<file path="config.mk">
export PLATFORM = sky130hd
export DESIGN_NAME = crc_checked_frame_deframer
export DESIGN_NICKNAME = d
export VERILOG_FILES = /design/src/sv/crcfd_pkg.sv /design/src/sv/crc_checked_frame_deframer.sv /design/src/sv/crcfd_fifo.sv /design/src/sv/crcfd_front.sv /design/src/sv/crcfd_back.sv
export SDC_FILE = /design/constraint.sdc
export NUM_CORES = 1
export LEC_CHECK = 0
export BUFFER_PORTS_ARGS = -buffer_cell sky130_fd_sc_hd__buf_2
export CORE_ASPECT_RATIO = 1.4
export CORE_MARGIN = 2
export CORE_UTILIZATION = 32
export DETAILED_ROUTE_END_ITERATION = 8
export HOLD_SLACK_MARGIN = 0.03
export PLACE_DENSITY_LB_ADDON = 0.2
export SLEW_MARGIN = 20
export SYNTH_ARGS = -nofsm -noshare
export SYNTH_HDL_FRONTEND = slang
export SYNTH_HIERARCHICAL = 1
export SYNTH_SLANG_ARGS = --single-unit
export TNS_END_PERCENT = 1
</file>
<file path="constraint.sdc">
create_clock -name clk_i -period 12.55 [get_ports clk_i]
set_clock_uncertainty 0.2 [all_clocks]
set_input_delay 1.8825 -clock clk_i [delete_from_list [all_inputs] [get_ports clk_i]]
set_output_delay 1.8825 -clock clk_i [all_outputs]
set_load 0.05 [all_outputs]
</file>
<file path="src/sv/crcfd_pkg.sv">
package crcfd_pkg;

  localparam int unsigned HeaderBytes = 8;
  localparam int unsigned QueueDepth  = 4;
  localparam logic [15:0] CrcInit     = 16'hFFFF;
  localparam logic [15:0] CrcPoly     = 16'h1021;

  // configuration register indexes
  localparam logic [1:0] REG_START   = 2'd0;
  localparam logic [1:0] REG_VERSION = 2'd1;
  localparam logic [1:0] REG_MAXLEN  = 2'd2;

  localparam logic [7:0]  StartReset   = 8'hAA;
  localparam logic [7:0]  VersionReset = 8'h01;
  localparam logic [15:0] MaxLenReset  = 16'd4096;

  typedef enum logic [1:0] {
    KIND_HDR  = 2'd0,
    KIND_DATA = 2'd1,
    KIND_END  = 2'd2,
    KIND_DROP = 2'd3
  } kind_e;

  typedef enum logic [2:0] {
    ST_OK        = 3'd0,
    ST_START_ERR = 3'd1,
    ST_VER_ERR   = 3'd2,
    ST_LEN_ERR   = 3'd3,
    ST_CRC_ERR   = 3'd4
  } status_e;

  // classified word passed from front to back
  typedef struct packed {
    kind_e       kind;
    logic [15:0] seq;
    logic [15:0] op;
    logic [15:0] len;
    logic [7:0]  data;
    status_e     status;
    logic [15:0] recv;
    logic [63:0] hdr;
  } item_t;

  // queue handshake between front and back
  typedef struct packed {
    logic push;
    logic pop;
  } q_ctl_t;

  typedef struct packed {
    logic full;
    logic empty;
  } q_sts_t;

  // CRC-16/CCITT-FALSE, one byte, MSB first
  function automatic logic [15:0] crc_byte(input logic [15:0] crc, input logic [7:0] b);
    logic [15:0] c;
    c = crc ^ {b, 8'h00};
    for (int i = 0; i < 8; i++) begin
      c = c[15] ? ({c[14:0], 1'b0} ^ CrcPoly) : {c[14:0], 1'b0};
    end
    return c;
  endfunction

  // CRC over the 8 header bytes from the init value; a fixed XOR matrix
  function automatic logic [15:0] crc_header(input logic [63:0] hdr);
    logic [15:0] c;
    c = CrcInit;
    for (int i = 0; i < 8; i++) begin
      c = crc_byte(c, hdr[63-8*i -: 8]);
    end
    return c;
  endfunction

endpackage

</file>
<file path="src/sv/crc_checked_frame_deframer.sv">
// Channel   Direction  Handshake          Word
// rx        in         push_i / full_o    rx_byte_i
// result    out        empty_o / pop_i    kind_o .. crc_received_o
// cfg       in         cfg_we_i           cfg_idx_i, cfg_wdata_i
//
// One byte per cycle while full_o is low; a result reaches the outputs through the
// queue write and then the output register load, and is held back while pop_i stalls.
// Header CRC is one XOR matrix over the 8 header bytes; payload CRC is one
// byte step per cycle in the back while pop_i does not hold it.
// A four-word queue lets the front keep taking bytes while pop_i is low;
// full_o rises when it fills. Reset is asynchronous and leaves no clearing pass.
module crc_checked_frame_deframer import crcfd_pkg::*; (
  input  logic        clk_i,
  input  logic        rst_ni,
  input  logic        push_i,
  output logic        full_o,
  input  logic [7:0]  rx_byte_i,
  input  logic        pop_i,
  output logic        empty_o,
  output logic [1:0]  kind_o,
  output logic [15:0] sequence_res_o,
  output logic [15:0] opcode_o,
  output logic [15:0] payload_length_o,
  output logic [7:0]  data_o,
  output logic        last_o,
  output logic [2:0]  status_o,
  output logic [15:0] crc_computed_o,
  output logic [15:0] crc_received_o,
  input  logic        cfg_we_i,
  input  logic [1:0]  cfg_idx_i,
  input  logic [15:0] cfg_wdata_i
);

  q_ctl_t  qctl;
  q_sts_t  qsts;
  item_t   f_item, q_item;
  logic    f_push, b_take;
  kind_e   kind;
  status_e status;

  assign full_o   = qsts.full;
  assign qctl.push = f_push;
  assign qctl.pop  = b_take;
  assign kind_o   = kind;
  assign status_o = status;

  crcfd_front u_front (
    .clk_i, .rst_ni,
    .accept_i    (push_i && !qsts.full),
    .rx_byte_i,
    .cfg_we_i, .cfg_idx_i, .cfg_wdata_i,
    .push_o      (f_push),
    .item_o      (f_item)
  );

  crcfd_fifo u_fifo (
    .clk_i, .rst_ni,
    .ctl_i   (qctl),
    .wdata_i (f_item),
    .rdata_o (q_item),
    .sts_o   (qsts)
  );

  crcfd_back u_back (
    .clk_i, .rst_ni,
    .item_i   (q_item),
    .avail_i  (!qsts.empty),
    .take_o   (b_take),
    .pop_i    (pop_i && !empty_o),
    .empty_o,
    .kind_o   (kind),
    .sequence_res_o, .opcode_o, .payload_length_o, .data_o, .last_o,
    .status_o (status),
    .crc_computed_o, .crc_received_o
  );

`ifndef NO_ASSERTIONS
  a_last_end: assert property (@(posedge clk_i) disable iff (!rst_ni)
    !empty_o |-> (last_o == (kind == KIND_END))) else $error("last mismatch");
  a_end_ok: assert property (@(posedge clk_i) disable iff (!rst_ni)
    (!empty_o && kind == KIND_END && status == ST_OK) |->
    (crc_computed_o == crc_received_o)) else $error("crc status wrong");
  a_drop_st: assert property (@(posedge clk_i) disable iff (!rst_ni)
    (!empty_o && kind == KIND_DROP) |->
    (status == ST_START_ERR || status == ST_VER_ERR || status == ST_LEN_ERR))
    else $error("discard without cause");
`endif

endmodule

</file>
<file path="src/sv/crcfd_fifo.sv">
module crcfd_fifo import crcfd_pkg::*; (
  input  logic   clk_i,
  input  logic   rst_ni,
  input  q_ctl_t ctl_i,
  input  item_t  wdata_i,
  output item_t  rdata_o,
  output q_sts_t sts_o
);

  localparam int unsigned AW = $clog2(QueueDepth);

  item_t mem_q [QueueDepth];
  logic [AW-1:0] wptr_q, rptr_q;
  logic [AW:0]   cnt_q;

  assign sts_o.full  = (cnt_q == (AW+1)'(QueueDepth));
  assign sts_o.empty = (cnt_q == '0);
  assign rdata_o     = mem_q[rptr_q];

  // storage
  always_ff @(posedge clk_i) begin
    if (ctl_i.push) begin
      mem_q[wptr_q] <= wdata_i;
    end
  end

  // pointers and fill level
  always_ff @(posedge clk_i or negedge rst_ni) begin
    if (!rst_ni) begin
      wptr_q <= '0;
      rptr_q <= '0;
      cnt_q  <= '0;
    end else begin
      if (ctl_i.push) wptr_q <= wptr_q + 1'b1;
      if (ctl_i.pop)  rptr_q <= rptr_q + 1'b1;
      if (ctl_i.push && !ctl_i.pop) cnt_q <= cnt_q + 1'b1;
      else if (!ctl_i.push && ctl_i.pop) cnt_q <= cnt_q - 1'b1;
    end
  end

endmodule

</file>
<file path="src/sv/crcfd_front.sv">
module crcfd_front import crcfd_pkg::*; (
  input  logic        clk_i,
  input  logic        rst_ni,
  input  logic        accept_i,
  input  logic [7:0]  rx_byte_i,
  input  logic        cfg_we_i,
  input  logic [1:0]  cfg_idx_i,
  input  logic [15:0] cfg_wdata_i,
  output logic        push_o,
  output item_t       item_o
);

  typedef enum logic [1:0] {
    PH_HUNT    = 2'd0,
    PH_PAYLOAD = 2'd1,
    PH_CHECK   = 2'd2
  } phase_e;

  phase_e      phase_q, phase_d;
  logic [7:0]  win_q [HeaderBytes];
  logic [7:0]  win_d [HeaderBytes];
  logic [7:0]  win_n [HeaderBytes];
  logic [2:0]  fill_q, fill_d;
  logic [15:0] rem_q, rem_d;
  logic        hi_wait_q, hi_wait_d;
  logic [7:0]  hi_q, hi_d;
  logic [7:0]  start_q, ver_q;
  logic [15:0] maxlen_q;
  logic [15:0] len_n;
  status_e     st;

  // window with the new byte in place
  always_comb begin
    for (int i = 0; i < HeaderBytes; i++) begin
      win_n[i] = (3'(i) == fill_q) ? rx_byte_i : win_q[i];
    end
    len_n = {win_n[6], win_n[7]};
    if (win_n[0] != start_q)      st = ST_START_ERR;
    else if (win_n[1] != ver_q)   st = ST_VER_ERR;
    else if (len_n > maxlen_q)    st = ST_LEN_ERR;
    else                          st = ST_OK;
  end

  // classify the accepted byte
  always_comb begin
    phase_d   = phase_q;
    win_d     = win_q;
    fill_d    = fill_q;
    rem_d     = rem_q;
    hi_wait_d = hi_wait_q;
    hi_d      = hi_q;
    push_o    = 1'b0;
    item_o    = '0;
    if (accept_i) begin
      case (phase_q)
        PH_PAYLOAD: begin
          push_o      = 1'b1;
          item_o.kind = KIND_DATA;
          item_o.data = rx_byte_i;
          rem_d       = rem_q - 1'b1;
          if (rem_q == 16'd1) begin
            phase_d   = PH_CHECK;
            hi_wait_d = 1'b1;
          end
        end
        PH_CHECK: begin
          if (hi_wait_q) begin
            hi_d      = rx_byte_i;
            hi_wait_d = 1'b0;
          end else begin
            push_o      = 1'b1;
            item_o.kind = KIND_END;
            item_o.recv = {hi_q, rx_byte_i};
            phase_d     = PH_HUNT;
            fill_d      = '0;
            rem_d       = '0;
            hi_d        = '0;
          end
        end
        default: begin
          phase_d = PH_HUNT;
          win_d   = win_n;
          if (fill_q != 3'(HeaderBytes - 1)) begin
            fill_d = fill_q + 1'b1;
          end else if (st != ST_OK) begin
            // drop the oldest byte and keep hunting
            for (int i = 0; i < HeaderBytes - 1; i++) win_d[i] = win_n[i+1];
            win_d[HeaderBytes-1] = '0;
            fill_d        = 3'(HeaderBytes - 1);
            push_o        = 1'b1;
            item_o.kind   = KIND_DROP;
            item_o.status = st;
          end else begin
            push_o      = 1'b1;
            item_o.kind = KIND_HDR;
            item_o.seq  = {win_n[2], win_n[3]};
            item_o.op   = {win_n[4], win_n[5]};
            item_o.len  = len_n;
            item_o.hdr  = {win_n[0], win_n[1], win_n[2], win_n[3],
                           win_n[4], win_n[5], win_n[6], win_n[7]};
            fill_d      = '0;
            rem_d       = len_n;
            if (len_n == '0) begin
              phase_d   = PH_CHECK;
              hi_wait_d = 1'b1;
            end else begin
              phase_d   = PH_PAYLOAD;
            end
          end
        end
      endcase
    end
  end

  // state and configuration
  always_ff @(posedge clk_i or negedge rst_ni) begin
    if (!rst_ni) begin
      phase_q   <= PH_HUNT;
      for (int i = 0; i < HeaderBytes; i++) win_q[i] <= '0;
      fill_q    <= '0;
      rem_q     <= '0;
      hi_wait_q <= 1'b0;
      hi_q      <= '0;
      start_q   <= StartReset;
      ver_q     <= VersionReset;
      maxlen_q  <= MaxLenReset;
    end else begin
      phase_q   <= phase_d;
      win_q     <= win_d;
      fill_q    <= fill_d;
      rem_q     <= rem_d;
      hi_wait_q <= hi_wait_d;
      hi_q      <= hi_d;
      if (cfg_we_i) begin
        case (cfg_idx_i)
          REG_START:   start_q  <= cfg_wdata_i[7:0];
          REG_VERSION: ver_q    <= cfg_wdata_i[7:0];
          REG_MAXLEN:  maxlen_q <= cfg_wdata_i;
          default: ;
        endcase
      end
    end
  end

endmodule

</file>
<file path="src/sv/crcfd_back.sv">
module crcfd_back import crcfd_pkg::*; (
  input  logic        clk_i,
  input  logic        rst_ni,
  input  item_t       item_i,
  input  logic        avail_i,
  output logic        take_o,
  input  logic        pop_i,
  output logic        empty_o,
  output kind_e       kind_o,
  output logic [15:0] sequence_res_o,
  output logic [15:0] opcode_o,
  output logic [15:0] payload_length_o,
  output logic [7:0]  data_o,
  output logic        last_o,
  output status_e     status_o,
  output logic [15:0] crc_computed_o,
  output logic [15:0] crc_received_o
);

  logic        valid_q;
  logic [15:0] crc_q, crc_d;

  // load the output word when it is free or being popped
  assign take_o  = avail_i && (!valid_q || pop_i);
  assign empty_o = !valid_q;

  always_comb begin
    crc_d = crc_q;
    case (item_i.kind)
      KIND_HDR:  crc_d = crc_header(item_i.hdr);
      KIND_DATA: crc_d = crc_byte(crc_q, item_i.data);
      default:   crc_d = crc_q;
    endcase
  end

  always_ff @(posedge clk_i or negedge rst_ni) begin
    if (!rst_ni) begin
      valid_q <= 1'b0;
      crc_q   <= CrcInit;
    end else begin
      if (take_o) begin
        valid_q <= 1'b1;
        crc_q   <= crc_d;
      end else if (pop_i) begin
        valid_q <= 1'b0;
      end
    end
  end

  // output word
  always_ff @(posedge clk_i) begin
    if (take_o) begin
      kind_o           <= item_i.kind;
      sequence_res_o   <= item_i.seq;
      opcode_o         <= item_i.op;
      payload_length_o <= item_i.len;
      data_o           <= item_i.data;
      last_o           <= (item_i.kind == KIND_END);
      crc_computed_o   <= (item_i.kind == KIND_END) ? crc_q : '0;
      crc_received_o   <= item_i.recv;
      if (item_i.kind == KIND_END) begin
        status_o <= (item_i.recv == crc_q) ? ST_OK : ST_CRC_ERR;
      end else begin
        status_o <= item_i.status;
      end
    end
  end

endmodule

</file>
==> out/qor.tcl <==
set qor(cts-root-to-sink-buffers) 3
set qor(setup_total_negative_slack_ps) 0
set qor(slew_violations) 0
set qor(top_level_ports) 127
set qor(hold_viol) 0
set qor(gr-usage-met2_pct) 28.4
set qor(post_drt_wl_per_cell_um) 25.1
set qor(synth_async_sr_flop_share_pct) 18.6
set qor(synth_nets) 2266
set qor(portion_of_the_post_synthesis_area_used_by_sequential_elements_pct) 65.6
set qor(number_of_enable_type_register_cells_in_the_synthesized_netlist) 658
set qor(path_cells) {buf_4 > mux4_2 > xor3_2 > xnor3_2 > xnor3_2 > xnor3_2 > xor2_2 > xnor3_2 > xnor3_2 > xnor3_1 > nor2_1 > o22a_1}
set qor(crit_fanout) 42
set qor(largest_net_degree_at_the_start_of_global_routing) 96
set qor(critical-path-top-cell-by-count) {sky130_fd_sc_hd__xnor3_2}
set qor(layout.cell_area.non_filler_um2) 40600
set qor(grt_pass1_vias) 20300
set qor(gp_congestion) 0.876
set qor(cpLargestDelayFamily) {XOR/XNOR gates}
set qor(post-route-drc-count) 0
set qor(insertion_delay_ps) 680
set qor(outcome) {finished, final reports clean}
set qor(critPathArrivalTime_ps) 6820
set qor(crit_slowest_cell) {sky130_fd_sc_hd__dfrtp_4}
set qor(cts.reportedPaths.clkPinSlew_ps) 60
set qor(critPathKind) {reg2reg}
set qor(areaGrowthSynthToFinish_pct) 13.1
set qor(syn-instance-count) 2203
set qor(cts.root.buffer_cell) {sky130_fd_sc_hd__clkbuf_16}
set qor(synth_top_cells_by_area) {sky130_fd_sc_hd__edfxtp_1, sky130_fd_sc_hd__dfrtp_1, sky130_fd_sc_hd__mux4_2, sky130_fd_sc_hd__xnor2_1, sky130_fd_sc_hd__xnor3_1}
set qor(floorplan.initialDensity_pct) 32.2
set qor(syn_area_um2) 35900
set qor(core_box_area_um2) 111000
set qor(setup_viol) 0
set qor(antenna_left) 0
set qor(count_of_distinct_cell_types_in_the_synthesized_netlist) 81
set qor(dp_hpwl_um) 63900
set qor(cts_made_buffers) 84
set qor(timing.critical_path.to_type) {flop}
set qor(use_met1_pct) 21.9
set qor(average_vias_per_placed_instance) 5.06
set qor(routed_wirelength_um) 95600
set qor(clock_tree_from_tritoncts) {done}
set qor(post-route-worst-setup-slack_ps) 6140
set qor(cts.sinks) 808
set qor(yosys_warnings) 6
set qor(fin_crit_sh_pct) 51.1
set qor(grt_util_all_layers_pct) 16.8
set qor(grt_antenna_before_repair) 8
set qor(yosys_most_used_dff) {sky130_fd_sc_hd__edfxtp_1}
set qor(placed_insts) 3660
set qor(setup.worst_path.start_class) {flop}
set qor(yosys.area.top_type) {sky130_fd_sc_hd__edfxtp_1}
set qor(drv_cap) 0
set qor(placed_cell_area_um2) 37700
set qor(tightestPinTransition_ps) 1140
set qor(post_cts_resize_count) 0
set qor(die-area_um2) 115000
set qor(nNetsFinal) 2339
set qor(critPathMaxStageDelay_ps) 990
set qor(buffer_ports.inserted) 126
set qor(floorplan.die.height_um) 400
set qor(via_count) 19300
set qor(post_synth.cell_area_avg_um2) 16.3
set qor(dp_slack_ps) 5550
set qor(worstPathRequired_ps) 12950
set qor(fp-row-count) 145
set qor(worst_slew_margin_rel_pct) 23.9
set qor(grt_most_used_layer) {met2}
set qor(synth.ff_latch_count) 808
set qor(grt_first_pass_wirelength_um) 142000
set qor(drive_gt1_share_pct) 22.9
set qor(die_width_um) 287
set qor(postCtsSetupBuffers) 0
set qor(final_period_minus_worst_setup_slack_ps) 6410
set qor(global_route.overflow_total) 0
set qor(rsz0062_at_grt) {no}
set qor(holdBufCountCts) 0
set qor(hold_class) {reg2reg}
set qor(drt_first_pass_iters) 5
set qor(htree_num_levels) 3
set qor(layout.cells.non_filler) 3815
set qor(synth_top_area_share_pct) 55.0
set qor(grt.met3_usage_pct) 2.51
set qor(critical_path_buf_inv_count) 1
set qor(drt_first_iter_violations) 1442
set qor(max_freq_mhz) 156
[per-stage QoR]
stage                     utilization [%]  hold WS, ps
final                                36.4          283
after global routing                 36.4          305
after global placement               33.8          262
after detailed placement             33.8          265
after floorplan                         -          240
after CTS                            36.4          278
[flip-flops by register name, indices dropped and copies added, names as in the netlist, 2 cells and up]
signal	cells
u_fifo/mem_q	564
u_front/win_q	64
u_back/crc_computed_o	16
u_back/crc_q	16
u_back/crc_received_o	16
u_back/opcode_o	16
u_back/payload_length_o	16
u_back/sequence_res_o	16
u_front/maxlen_q	16
u_front/rem_q	16
u_back/data_o	8
u_front/hi_q	8
u_front/start_q	8
u_front/ver_q	8
u_back/status_o	3
u_fifo/cnt_q	3
u_front/fill_q	3
u_back/kind_o	2
u_fifo/rptr_q	2
u_fifo/wptr_q	2
u_front/phase_q	2
[worst min-delay path, stage by stage (launching register included)]
cell,delay (ps)
sky130_fd_sc_hd__dfrtp_1,340
sky130_fd_sc_hd__nand2_1,60
sky130_fd_sc_hd__o31ai_1,60
[cell families (layout without fill, tap and decap cells)]
kind of cell / count (synthesis) / after routing / share of synthesized area, %
AO/OA/AOI/OAI: 263 / 263 / 5.10
XOR/XNOR: 233 / 233 / 8.19
adder cells (fa/ha/maj): 32 / 32 / 1.14
buffers and inverters: 234 / 374 / 3.40
flip-flops: 808 / 808 / 65.6
multiplexers: 220 / 220 / 11.2
other: 1 / 3 / 0.0104
AND/OR/NAND/NOR: 412 / 412 / 5.42
[path summary, 6_finish.rpt]
check	startpoint	slack, ps	end	depth (start not counted)
setup / recovery	u_fifo/rptr_q[0]	6140	u_back/crc_q[8]	12
hold / removal	u_front/hi_q[0]	280	u_front/hi_q[0]	2
setup reg to reg	u_fifo/rptr_q[0]	6140	u_back/crc_q[8]	12
hold reg to reg	u_front/hi_q[0]	280	u_front/hi_q[0]	2
max in group asynchronous	rst_ni	9350	u_fifo/rptr_q[1]	2
min in group asynchronous	rst_ni	1100	u_back/valid_q	1
[area by class of cell]
| class | count | area (um^2) |
|---|---|---|
| tap | 1470 | 1840 |
| timing repair buffer | 157 | 870 |
| multi-input combinational | 1161 | 11200 |
| antenna | 2 | 5.00 |
| clock buffer | 93 | 2140 |
| clock inverter | 60 | 783 |
| sequential | 808 | 23500 |
| fill | 10600 | 70800 |
| inverter | 64 | 243 |
[metal layers]
metal	routed length (um)	up-vias
met5	78	-
met4	2770	12
met3	3880	152
met2	48400	464
met1	40500	10200
li1	-	8538
[synth_stat cells (9+ instances only)]
| cell | count |
|---|---|
| sky130_fd_sc_hd__o21ai_0 | 63 |
| sky130_fd_sc_hd__or4_1 | 10 |
| sky130_fd_sc_hd__nand2_1 | 131 |
| sky130_fd_sc_hd__mux2_2 | 35 |
| sky130_fd_sc_hd__buf_6 | 15 |
| sky130_fd_sc_hd__buf_2 | 21 |
| sky130_fd_sc_hd__a22oi_1 | 21 |
| sky130_fd_sc_hd__and3_1 | 10 |
| sky130_fd_sc_hd__dfrtp_1 | 128 |
| sky130_fd_sc_hd__inv_1 | 63 |
| sky130_fd_sc_hd__o211ai_1 | 15 |
| sky130_fd_sc_hd__xor3_1 | 9 |
| sky130_fd_sc_hd__a21oi_1 | 51 |
| sky130_fd_sc_hd__dfstp_2 | 22 |
| sky130_fd_sc_hd__clkbuf_1 | 75 |
| sky130_fd_sc_hd__o311ai_0 | 38 |
| sky130_fd_sc_hd__nor2_1 | 119 |
| sky130_fd_sc_hd__nand2b_1 | 10 |
| sky130_fd_sc_hd__xor2_1 | 48 |
| sky130_fd_sc_hd__nand4_1 | 23 |
| sky130_fd_sc_hd__ha_1 | 31 |
| sky130_fd_sc_hd__nand3_1 | 26 |
| sky130_fd_sc_hd__buf_4 | 54 |
| sky130_fd_sc_hd__mux4_2 | 141 |
| sky130_fd_sc_hd__mux2i_1 | 44 |
| sky130_fd_sc_hd__xnor2_1 | 118 |
| sky130_fd_sc_hd__edfxtp_1 | 658 |
| sky130_fd_sc_hd__xnor3_1 | 31 |
| sky130_fd_sc_hd__nor3_1 | 12 |
| sky130_fd_sc_hd__and2_1 | 41 |
| sky130_fd_sc_hd__o31ai_1 | 10 |
[layout by cell type (no fill, tap or decap), types with 51 or more instances in the layout]
| cell type | n |
|---|---|
| sky130_fd_sc_hd__a21oi_1 | 51 |
| sky130_fd_sc_hd__buf_2 | 125 |
| sky130_fd_sc_hd__clkbuf_16 | 84 |
| sky130_fd_sc_hd__dfrtp_1 | 126 |
| sky130_fd_sc_hd__edfxtp_1 | 658 |
| sky130_fd_sc_hd__inv_1 | 62 |
| sky130_fd_sc_hd__mux4_2 | 141 |
| sky130_fd_sc_hd__nand2_1 | 130 |
| sky130_fd_sc_hd__nor2_1 | 119 |
| sky130_fd_sc_hd__o21ai_0 | 63 |
| sky130_fd_sc_hd__xnor2_1 | 118 |
Power is left out: the tool's default activity adds up to more than one toggle a clock period on the data nets, which glitch-free logic cannot reach.
